==> src/rtl/kmhrb_pkg.sv <==
// shared types, codes and defaults for the key matrix hid report builder
package kmhrb_pkg;

  localparam int ROWS_DEF  = 8;
  localparam int COLS_DEF  = 16;
  localparam int SLOTS_DEF = 6;

  localparam int CODE_W     = 8;
  localparam int EDGE_DEPTH = 256;
  localparam int EDGE_W     = 8;
  localparam int OUT_SLOTS  = 6;
  localparam int LEVELS_W   = 16;

  // key history and edge list codes: bit 0 current level, bit 1 last level
  localparam logic [1:0] EDGE_NONE    = 2'b00;
  localparam logic [1:0] EDGE_PRESS   = 2'b01;
  localparam logic [1:0] EDGE_RELEASE = 2'b10;

  // modifier usages 0xE0..0xE7 share this five-bit prefix
  localparam logic [4:0] MOD_PREFIX = 5'b11100;

  typedef enum logic [1:0] {
    OP_LOAD   = 2'd0,
    OP_SCAN   = 2'd1,
    OP_UPDATE = 2'd2,
    OP_CLEAR  = 2'd3
  } op_t;

  typedef enum logic [2:0] {
    ST_IDLE,
    ST_CLEAR,
    ST_SCAN_RD,
    ST_SCAN_WR,
    ST_UPD,
    ST_DRAIN,
    ST_REPORT
  } state_t;

  typedef struct packed {
    logic              clr;
    logic              vld;
    logic              press;
    logic [CODE_W-1:0] code;
  } slot_cmd_t;

endpackage

==> src/rtl/key_matrix_hid_report_builder.sv <==
// top level: keyboard matrix scanner and 6-key hid report builder
// Usage:
//   Commands enter on start when busy is low; operation picks the command.
//   Load keymap entry: written in the accept cycle, busy stays low, so loads
//     may follow back to back. Out-of-range row or column is ignored.
//   Scan row: busy while, key by key, the history and keymap entries are
//     read in ST_SCAN_RD and the history entry is written in ST_SCAN_WR.
//   Update report: busy while the edge list memory is read once
//     per cycle over a release pass and then a press pass, each hit applied
//     to the slot table. When a slot changed, done pulses for one cycle with
//     modifier_bits and slot_0..slot_5 valid in that cycle; otherwise no
//     transfer happens. The receiver cannot stall the result.
//   Clear update list: busy while one edge list entry per cycle is zeroed.
//   Reset: rst clears the slots and modifiers, then a clearing pass zeroes
//     key history and edge list while busy is high. Keymap contents are
//     undefined until loaded.
module key_matrix_hid_report_builder #(
  parameter int ROWS  = kmhrb_pkg::ROWS_DEF,
  parameter int COLS  = kmhrb_pkg::COLS_DEF,
  parameter int SLOTS = kmhrb_pkg::SLOTS_DEF
) (
  input  logic                             clk,
  input  logic                             rst,
  input  logic                             start,
  output logic                             busy,
  input  logic [1:0]                       operation,
  input  logic [2:0]                       row,
  input  logic [3:0]                       column,
  input  logic [kmhrb_pkg::CODE_W-1:0]     keycode,
  input  logic [kmhrb_pkg::LEVELS_W-1:0]   column_levels,
  output logic                             done,
  output logic [kmhrb_pkg::CODE_W-1:0]     modifier_bits,
  output logic [kmhrb_pkg::CODE_W-1:0]     slot_0,
  output logic [kmhrb_pkg::CODE_W-1:0]     slot_1,
  output logic [kmhrb_pkg::CODE_W-1:0]     slot_2,
  output logic [kmhrb_pkg::CODE_W-1:0]     slot_3,
  output logic [kmhrb_pkg::CODE_W-1:0]     slot_4,
  output logic [kmhrb_pkg::CODE_W-1:0]     slot_5
);
  import kmhrb_pkg::*;

  localparam int NKEYS   = ROWS * COLS;
  localparam int KEY_W   = (NKEYS > 1) ? $clog2(NKEYS) : 1;
  localparam int CLR_LEN = (NKEYS > EDGE_DEPTH) ? NKEYS : EDGE_DEPTH;
  localparam int UPD_LEN = 2 * EDGE_DEPTH;
  localparam int CNT_W   = (CLR_LEN > UPD_LEN) ? $clog2(CLR_LEN) : $clog2(UPD_LEN);

  state_t state, state_next;

  logic [CNT_W-1:0]    cnt;
  logic                clr_all;
  logic [KEY_W-1:0]    key_q;
  logic [LEVELS_W-1:0] levels_q;
  logic                chk_vld;
  logic                chk_pass;
  logic [EDGE_W-1:0]   chk_code;

  logic [1:0]          hist_mem [NKEYS];
  logic [CODE_W-1:0]   map_mem  [NKEYS];
  logic [1:0]          edge_mem [EDGE_DEPTH];
  logic [1:0]          hist_rd;
  logic [CODE_W-1:0]   map_rd;
  logic [1:0]          edge_rd;

  logic                accept;
  op_t                 op;
  logic                row_ok;
  logic                col_ok;
  logic [KEY_W-1:0]    load_idx;
  logic [KEY_W-1:0]    row_base;
  logic [1:0]          hist_new;
  logic                clr_last;
  logic                scan_last;
  logic                upd_last;

  slot_cmd_t                    cmd;
  logic [CODE_W-1:0]            mods;
  logic [SLOTS-1:0][CODE_W-1:0] slots;
  logic                         changed;
  logic [CODE_W-1:0]            slot_out [OUT_SLOTS];

  assign accept   = start && !busy;
  assign op       = op_t'(operation);
  assign row_ok   = 32'(row) < ROWS;
  assign col_ok   = 32'(column) < COLS;
  assign row_base = KEY_W'(32'(row) * 32'(COLS));
  assign load_idx = KEY_W'(32'(row) * 32'(COLS) + 32'(column));
  assign hist_new = {hist_rd[0], levels_q[0]};

  assign clr_last  = clr_all ? (cnt == CNT_W'(CLR_LEN - 1)) : (cnt == CNT_W'(EDGE_DEPTH - 1));
  assign scan_last = cnt == CNT_W'(COLS - 1);
  assign upd_last  = cnt == CNT_W'(UPD_LEN - 1);

  // next state
  always_comb begin
    state_next = state;
    unique case (state)
      ST_IDLE: begin
        if (accept) begin
          unique case (op)
            OP_LOAD:   state_next = ST_IDLE;
            OP_SCAN:   state_next = row_ok ? ST_SCAN_RD : ST_IDLE;
            OP_UPDATE: state_next = ST_UPD;
            OP_CLEAR:  state_next = ST_CLEAR;
            default:   state_next = ST_IDLE;
          endcase
        end
      end
      ST_CLEAR:   state_next = clr_last ? ST_IDLE : ST_CLEAR;
      ST_SCAN_RD: state_next = ST_SCAN_WR;
      ST_SCAN_WR: state_next = scan_last ? ST_IDLE : ST_SCAN_RD;
      ST_UPD:     state_next = upd_last ? ST_DRAIN : ST_UPD;
      ST_DRAIN:   state_next = ST_REPORT;
      ST_REPORT:  state_next = ST_IDLE;
      default:    state_next = ST_IDLE;
    endcase
  end

  // outputs
  always_comb begin
    busy      = state != ST_IDLE;
    done      = (state == ST_REPORT) && changed;
    cmd.clr   = accept && (op == OP_UPDATE);
    cmd.vld   = chk_vld &&
                (chk_pass ? (edge_rd == EDGE_PRESS) : (edge_rd == EDGE_RELEASE));
    cmd.press = chk_pass;
    cmd.code  = chk_code;
  end

  always_ff @(posedge clk) begin
    if (rst) begin
      state   <= ST_CLEAR;
      cnt     <= '0;
      clr_all <= 1'b1;
      chk_vld <= 1'b0;
    end else begin
      state   <= state_next;
      chk_vld <= state == ST_UPD;
      unique case (state)
        ST_IDLE: begin
          cnt <= '0;
          if (accept && op == OP_CLEAR) begin
            clr_all <= 1'b0;
          end
        end
        ST_CLEAR, ST_SCAN_WR, ST_UPD: cnt <= cnt + 1'b1;
        default: cnt <= cnt;
      endcase
    end
  end

  // datapath registers
  always_ff @(posedge clk) begin
    if (state == ST_IDLE && accept && op == OP_SCAN) begin
      key_q    <= row_base;
      levels_q <= column_levels;
    end else if (state == ST_SCAN_WR) begin
      key_q    <= key_q + 1'b1;
      levels_q <= levels_q >> 1;
    end
    chk_pass <= cnt[EDGE_W];
    chk_code <= cnt[EDGE_W-1:0];
  end

  // key history memory
  always_ff @(posedge clk) begin
    if (state == ST_SCAN_WR) begin
      hist_mem[key_q] <= hist_new;
    end else if (state == ST_CLEAR && clr_all && 32'(cnt) < NKEYS) begin
      hist_mem[cnt[KEY_W-1:0]] <= EDGE_NONE;
    end
    hist_rd <= hist_mem[key_q];
  end

  // keymap memory
  always_ff @(posedge clk) begin
    if (accept && op == OP_LOAD && row_ok && col_ok) begin
      map_mem[load_idx] <= keycode;
    end
    map_rd <= map_mem[key_q];
  end

  // edge list memory
  always_ff @(posedge clk) begin
    if (state == ST_SCAN_WR) begin
      if (hist_new == EDGE_PRESS || hist_new == EDGE_RELEASE) begin
        edge_mem[map_rd] <= hist_new;
      end
    end else if (state == ST_CLEAR && 32'(cnt) < EDGE_DEPTH) begin
      edge_mem[cnt[EDGE_W-1:0]] <= EDGE_NONE;
    end
    edge_rd <= edge_mem[cnt[EDGE_W-1:0]];
  end

  kmhrb_slots #(
    .SLOTS(SLOTS)
  ) u_slots (
    .clk      (clk),
    .rst      (rst),
    .cmd      (cmd),
    .modifiers(mods),
    .slots    (slots),
    .changed  (changed)
  );

  for (genvar j = 0; j < OUT_SLOTS; j++) begin : g_slot_out
    if (j < SLOTS) begin : g_used
      assign slot_out[j] = slots[j];
    end else begin : g_unused
      assign slot_out[j] = '0;
    end
  end

  assign modifier_bits = mods;
  assign slot_0 = slot_out[0];
  assign slot_1 = slot_out[1];
  assign slot_2 = slot_out[2];
  assign slot_3 = slot_out[3];
  assign slot_4 = slot_out[4];
  assign slot_5 = slot_out[5];

endmodule

==> src/rtl/kmhrb_slots.sv <==
// report slot table and modifier byte, one press or release applied per cycle
module kmhrb_slots #(
  parameter int SLOTS = kmhrb_pkg::SLOTS_DEF
) (
  input  logic                                clk,
  input  logic                                rst,
  input  kmhrb_pkg::slot_cmd_t                cmd,
  output logic [kmhrb_pkg::CODE_W-1:0]        modifiers,
  output logic [SLOTS-1:0][kmhrb_pkg::CODE_W-1:0] slots,
  output logic                                changed
);
  import kmhrb_pkg::*;

  logic [CODE_W-1:0]             modifiers_next;
  logic [SLOTS-1:0][CODE_W-1:0]  slots_next;
  logic                          hit;
  logic                          found;

  always_comb begin
    modifiers_next = modifiers;
    slots_next     = slots;
    hit            = 1'b0;
    found          = 1'b0;
    if (cmd.vld) begin
      if (cmd.press) begin
        if (cmd.code[CODE_W-1:3] == MOD_PREFIX) begin
          modifiers_next[cmd.code[2:0]] = 1'b1;
        end
        // first free slot takes the code, a full report drops it
        for (int j = 0; j < SLOTS; j++) begin
          if (!found && slots[j] == '0) begin
            slots_next[j] = cmd.code;
            found         = 1'b1;
            hit           = 1'b1;
          end
        end
      end else begin
        if (cmd.code[CODE_W-1:3] == MOD_PREFIX) begin
          modifiers_next[cmd.code[2:0]] = 1'b0;
        end
        // every slot holding the code is emptied
        for (int j = 0; j < SLOTS; j++) begin
          if (slots[j] == cmd.code) begin
            slots_next[j] = '0;
            hit           = 1'b1;
          end
        end
      end
    end
  end

  always_ff @(posedge clk) begin
    if (rst) begin
      modifiers <= '0;
      slots     <= '0;
      changed   <= 1'b0;
    end else begin
      modifiers <= modifiers_next;
      slots     <= slots_next;
      changed   <= cmd.clr ? 1'b0 : (changed | hit);
    end
  end

endmodule
==> config.mk <==
export PLATFORM = sky130hd
export DESIGN_NAME = key_matrix_hid_report_builder
export DESIGN_NICKNAME = d
export VERILOG_FILES = /design/src/rtl/kmhrb_pkg.sv /design/src/rtl/key_matrix_hid_report_builder.sv /design/src/rtl/kmhrb_slots.sv
export SDC_FILE = /design/constraint.sdc
export NUM_CORES = 2
export LEC_CHECK = 0
export ABC_AREA = 1
export ABC_CLOCK_PERIOD_IN_PS = 8150
export BUFFER_PORTS_ARGS = -buffer_cell sky130_fd_sc_hd__buf_4
export CAP_MARGIN = 15
export CORE_MARGIN = 1
export CORE_UTILIZATION = 57
export CTS_CLUSTER_DIAMETER = 30
export DETAILED_ROUTE_END_ITERATION = 7
export PLACE_DENSITY = 0.76
export REMOVE_ABC_BUFFERS = 1
export SYNTH_ARGS = -nofsm -noshare
export SYNTH_HDL_FRONTEND = slang
export SYNTH_SLANG_ARGS = --single-unit
==> constraint.sdc <==
create_clock -name clk -period 8.15 [get_ports clk]
set_input_delay 1.63 -clock clk [delete_from_list [all_inputs] [get_ports clk]]
set_output_delay 1.63 -clock clk [all_outputs]
set_load 0.02 [all_outputs]
; After elaboration in Yosys (flattened, before gate mapping)
; Memory sizes are Yosys's and may differ from the RTL's. A register that Yosys moved wholly into a read port is not among the register bits.
; Cells that the tools add are included.
[totals]
in_bits = 36
ramBits = 1792
wordCells = 191
output_inout_bits = 58
regBits = 103
mem_count = 3
[op_classes]
n_mux = 77
eq_ne = 30
magnitude_cmp = 4
n_reduce_logical = 53
bitwise_logic = 4
n_addsub = 3
[memory_table]
columns = memory, depth, word_bits, rd, rd_clocked_by_memory_dff, wr, line_no
row1 = map_mem, 128, 8, 1, 1, 1, key_matrix_hid_report_builder.sv:59  ; logic [CODE_W-1:0] map_mem [NKEYS];
row2 = edge_mem, 256, 2, 1, 1, 1, key_matrix_hid_report_builder.sv:60  ; logic [1:0] edge_mem [EDGE_DEPTH];
row3 = hist_mem, 128, 2, 1, 1, 1, key_matrix_hid_report_builder.sv:58  ; logic [1:0] hist_mem [NKEYS];
[ops]
columns = cell, n
row1 = $mux W8, 16
row2 = $eq A8 B8 Y1, 6
row3 = $logic_not A8 Y1, 6
row4 = $mux W48, 1
row5 = $mux W1, 47
row6 = $mux W16, 2
row7 = $mux W7, 3
row8 = $pmux W3 S6, 1
row9 = $pmux W9 S2, 1
row10 = $reduce_and A3 Y1, 6
row11 = $logic_and A1 B1 Y1, 17
row12 = $reduce_bool A2 Y1, 8
row13 = $ne A2 B1 Y1 const B, 6
row14 = $pmux W3 S4, 1
row15 = $add A9 B1 Y9 const B, 1
row16 = $eq A3 B3 Y1 const B, 3
row17 = $eq A9 B4 Y1 const B, 1
row18 = $eq A9 B8 Y1 const B, 1
row19 = $eq A9 B9 Y1 const B, 1
row20 = $lt A9 B8 Y1 const B, 1
row21 = $lt A9 B9 Y1 const B, 1
row22 = $and A8 B8 Y8, 1
row23 = $eq A2 B2 Y1 const B, 4
row24 = $not A8 Y8, 1
row25 = 22 further kinds, 35

; Logic depth before layout (Yosys ltp)
[logic_depth]
depth_word = 30
ltp_mapped = 16
ltp_nobuf = 13

; By module
; Synthesis repeated with hierarchy kept, for this count alone.
[unflattened]
cells_unflattened = 6741
area_unflattened_um2 = 74804.2
[by_module_without_submodules]
columns = mod, instances, area_per_inst_um2, cells_each
row1 = key_matrix_hid_report_builder, 1, 71376.0, 6201
row2 = kmhrb_slots, 1, 3428.3, 540

; Worst setup path after synthesis
; Ideal clock, no wire load.
[synth_path]
path_kind = reg2reg
from = reg state[2]
to = mem edge_mem[0][0], data pin
required_time_ns = 6.762
setup_ns = 1.388
stages_incl_launch_ff = 5
setup_slack_ns = 0.246
synth_period_minus_slack_ns = 7.904
arrival_time_ns = 6.516
cell_sequence = dfxtp_1 > nor2_4 > nand2_2 > nor2_8 > nor2_1
[synth_via]
elab_chain_len = 7
word_cells_on_any_way = 8
cone_classes = eq/ne: 2 / mux: 4 / reduce/logical: 2
[synth_lines]
columns = item, line_no
row1 = start: declaration, key_matrix_hid_report_builder.sv:48  ; state_t state, state_next;
row2 = start signal: assignment, key_matrix_hid_report_builder.sv:137  ; state <= state_next;
row3 = $eq A3 B1 Y1, key_matrix_hid_report_builder.sv:189  ; end else if (state == ST_CLEAR && 32'(cnt) < EDGE_DEPTH) begin
row4 = $logic_and A1 B1 Y1, key_matrix_hid_report_builder.sv:189
row5 = $mux W1, key_matrix_hid_report_builder.sv:189
row6 = $mux W1 (*), key_matrix_hid_report_builder.sv:185  ; if (state == ST_SCAN_WR) begin
row7 = $mux W1 (implied by the code) (*), key_matrix_hid_report_builder.sv:190  ; edge_mem[cnt[EDGE_W-1:0]] <= EDGE_NONE;
row8 = $reduce_or A2 Y1 (no line) (*), -
row9 = $mux W2 (no line) (*), -
row10 = end: declaration, key_matrix_hid_report_builder.sv:60
; Every way passes the cells marked *; elsewhere a longest branch is shown, timed or not.

; Worst setup path in the final report
[layout_path]
from = reg state[0]
to = mem map_mem[70][5], enable pin
[layout_via]
elab_chain_len = 6
[layout_lines]
columns = item, line_no
row1 = $reduce_bool A3 Y1, key_matrix_hid_report_builder.sv:121  ; busy = state != ST_IDLE;
row2 = $logic_not A1 Y1, key_matrix_hid_report_builder.sv:82  ; assign accept = start && !busy;
row3 = $logic_and A1 B1 Y1, key_matrix_hid_report_builder.sv:82
row4 = $logic_and A1 B1 Y1, key_matrix_hid_report_builder.sv:177  ; if (accept && op == OP_LOAD && row_ok && col_ok) begin
row5 = $mux W1, key_matrix_hid_report_builder.sv:177
row6 = $mux W1 (implied by the code), key_matrix_hid_report_builder.sv:178  ; map_mem[load_idx] <= keycode;
row7 = end: declaration, key_matrix_hid_report_builder.sv:59
; Every way passes these cells.

==> run_results.csv <==
group,metric,value,unit
run_status,outcome,"complete, no violations",
pwr,finalPower,30900,uW
clocking,cts_setup_buffers,0,
hold_path,hold-path-cell-count,0,
global_routing,track_usage,0.300,
clocking,cts_tree,"yes",
placed_design,dp_hpwl,107,mm
global_routing,antenna_found_initial,3,
drt,vias,53110,
cells_and_area,fin_nets,6695,
pwr,power_density,360,nW/um^2
global_routing,grt-ovfl-total,0,
clocking,root_buffer,"clkbuf_16",
die,core-area,128000,um^2
timing,period_share,0.510,
critical_path,critPathMostFrequentCell,"nor2_1",
critical_path,start_kind,"flip-flop",
timing,tightest_slew,1320,ps
hold_path,holdCritStartpoint,"cnt[8]",
drt,finalWirelength,199,mm
timing,clock.fmax,241,MHz
die,fp.dieW,363,um
timing,finalCriticalPeriod,4150,ps
yosys,yosysUniqueCellTypes,45,
drt,first_pass_iters,6,
pwr,p_leak,0.0295,uW
clocking,clkTransAtPathRegs,50,ps
timing,drv_slew,0,
critical_path,crit_buf_inv,0,
critical_path,r2r_cells,7,
yosys,synth_edf_count,1683,
critical_path,cpLargestDelayFamily,"simple AND/OR/NAND/NOR gates",
yosys,netlist_area,74200,um^2
global_routing,grt_first_pass_wirelength,299,mm
yosys,ys_warn_count,0,
clocking,cts_max_path_buffers,4,
clocking,postCtsHoldBufs,0,
yosys,syn_inst,6624,
yosys,async_flop_share,0,
drt,wl_per_cell,23.1,um
yosys,yosys_register_bits,1778,
hold_path,min_to,"chk_pass",
placed_design,pre_cts_slack,3180,ps
clocking,cts_sinks,1778,
cells_and_area,layout-drive-gt1-share,0.107,
global_routing,met2_usage,0.485,
placed_design,portBuffers,93,
critical_path,crit_path_max_incr_delay,890,ps
timing,rsz0062_at_grt,"no",
drt,ant_nets,0,
critical_path,critical_path.slowest_cell,"nor2_1",
yosys,ys_seq_area_frac,0.707,
die,initial_core_util,0.578,
drt,drt_drc_violations_left,0,
die,rows,131,
critical_path,path_cells,"nor2_1 > nand2_1 > nor2_1 > nand3_1 > nor2_1 > nand3_2 > nor2_1",
global_routing,grt_busiest_layer,"met2",
run,cap_violations,0,
drt,drtIter0Drc,7745,
critical_path,cp_data_required_time,8640,ps
clocking,clk_latency,900,ps
timing,finalHoldViolCount,0,
critical_path,r2r_start,"state[0]",
critical_path,critPathMaxFanout,16,
clocking,ctsResizeCount,0,
critical_path,rrSetupSlack,4000,ps
global_routing,grt_pass1_vias,52089,
timing,timing.final.ws_setup,4000,ps
timing,relSlewSlack,0.121,
timing,setup-violations-final,0,
drt,viasPerCell,6.16,
hold_path,min_path_type,"reg -> reg",
die,die_area,132000,um^2
global_routing,grt_max_degree,257,
critical_path,critical_path_class,"reg -> reg",
critical_path,worstPathArrival,4650,ps
critical_path,crit_path_end_kind,"flip-flop",
die,ios,94,
clocking,h-tree-depth,5,
global_routing,grt_use_met3,0.0563,
pwr,max-vdd-ir-drop,0.000307,V
placed_design,routabilityCongestion,0.905,
yosys,avgSynthCellArea,11.2,um^2
timing,finClkSkew,48.7,ps
global_routing,grt_util_met1,0.385,
clocking,numCtsBuffers,307,
die,die_y,363,um
critical_path,r2r_end,"map_mem[70][5]",
cells_and_area,synthToLayoutAreaGrowth,16.0,%
yosys,synth-main-ff-cell,"edfxtp_1",
how the worst max path moves through the flow:
stage / startpoint / endpoint / slack [ps] / cells after the start
final: state[0] / map_mem[70][5] / 4000 / 7
after global routing: state[0] / map_mem[70][3] / 3840 / 7
after CTS: state[0] / map_mem[22][1] / 4130 / 7
after detailed placement: start / map_mem[118][0] / 3180 / 7
after global placement: start / map_mem[62][0] / 3260 / 7
after floorplan: key_q[0] / map_rd[5] / -14880 / 13
per-stage QoR:
step                utilization  hold WS, ps  instance area (um^2)  TNS [ps]  instances
finish                    0.670          477                 86000         0       8615
global route              0.670          495                 86000         0       8615
CTS                       0.670          479                 86000         0       8612
detailed placement        0.591          468                 75900         0       8073
global placement          0.591          461                 75900         0       8073
floorplan                     -          411                 72400   -466140       6196
area by class of cell:
| cell class | instances | area, um^2 |
|---|---|---|
| multi-input combinational | 4281 | 19500 |
| fill | 8789 | 42300 |
| timing repair buffer | 150 | 1210 |
| antenna | 1 | 2.50 |
| clock inverter | 182 | 1960 |
| clock buffer | 357 | 8180 |
| inverter | 137 | 532 |
| sequential | 1778 | 52500 |
| tap | 1729 | 2160 |
sequential cells by signal (all words and copies together) (netlist names), 7 cells and up, named ones only:
signal / cells
levels_q: 16
hist_mem: 128
chk_code: 8
key_q: 7
u_slots.slots: 48
map_mem: 1024
cnt: 9
map_rd: 8
edge_mem: 512
cell families (layout without fill, tap and decap cells):
logic type                 Yosys count  in the layout  synth area share
AOI/OAI and AO/OA                  949            949            0.0728
DFF                               1778           1778             0.707
and+or+nand+nor                   3290           3290             0.184
other                                0              1                 0
xor gates and xnor gates            38             38           0.00449
adders and majority gates            4              4          0.000675
buffers and inverters              565            826            0.0305
Yosys cell counts, types with 10 or more instances:
library cell / count / area share
a21oi_1: 101 / 0.0068
buf_1: 63 / 0.0032
buf_2: 77 / 0.0052
clkbuf_1: 278 / 0.014
dfxtp_1: 95 / 0.026
edfxtp_1: 1683 / 0.68
inv_1: 120 / 0.0061
nand2_1: 1203 / 0.061
nand2_2: 14 / 0.0012
nand3_1: 680 / 0.046
nand3_2: 17 / 0.0023
nand3b_1: 19 / 0.0019
nand4_1: 34 / 0.0029
nor2_1: 1258 / 0.064
nor2_2: 10 / 0.00084
nor3_1: 32 / 0.0022
o211ai_1: 124 / 0.013
o21ai_0: 564 / 0.038
o21ai_2: 12 / 0.0014
o221ai_1: 20 / 0.0024
o22ai_1: 99 / 0.0084
xnor2_1: 29 / 0.0034
placed cells by master, fill, tap and decap left out, types with 99 or more instances in the layout:
cell / instances
inv_1: 116
o21ai_0: 564
buf_4: 143
o211ai_1: 124
nand2_1: 1203
nand3_1: 676
clkbuf_16: 319
o22ai_1: 99
edfxtp_1: 1683
nor2_1: 1255
a21oi_1: 101
where the power goes:
part	total, uW	internal, uW	switching (uW)
Sequential	10700	10400	250
Clock	12500	8160	4390
Combinational	7740	1920	5820
Total	30900	20500	10500
worst reg2reg max path, stage by stage, from the launching register on:
cell and delay, ps:
dfxtp_1 330, nor2_1 340, nand2_1 190, nor2_1 170, nand3_1 460, nor2_1 490, nand3_2 880, nor2_1 900
per-layer routing:
| metal | vias to the layer above | part of all wire |
|---|---|---|
| met4 | 4 | 0.051 |
| met3 | 732 | 0.11 |
| met5 | - | 0.00012 |
| met1 | 25282 | 0.36 |
| met2 | 3565 | 0.48 |
| li1 | 23527 | - |
Power figures use the tool's default switching activity.
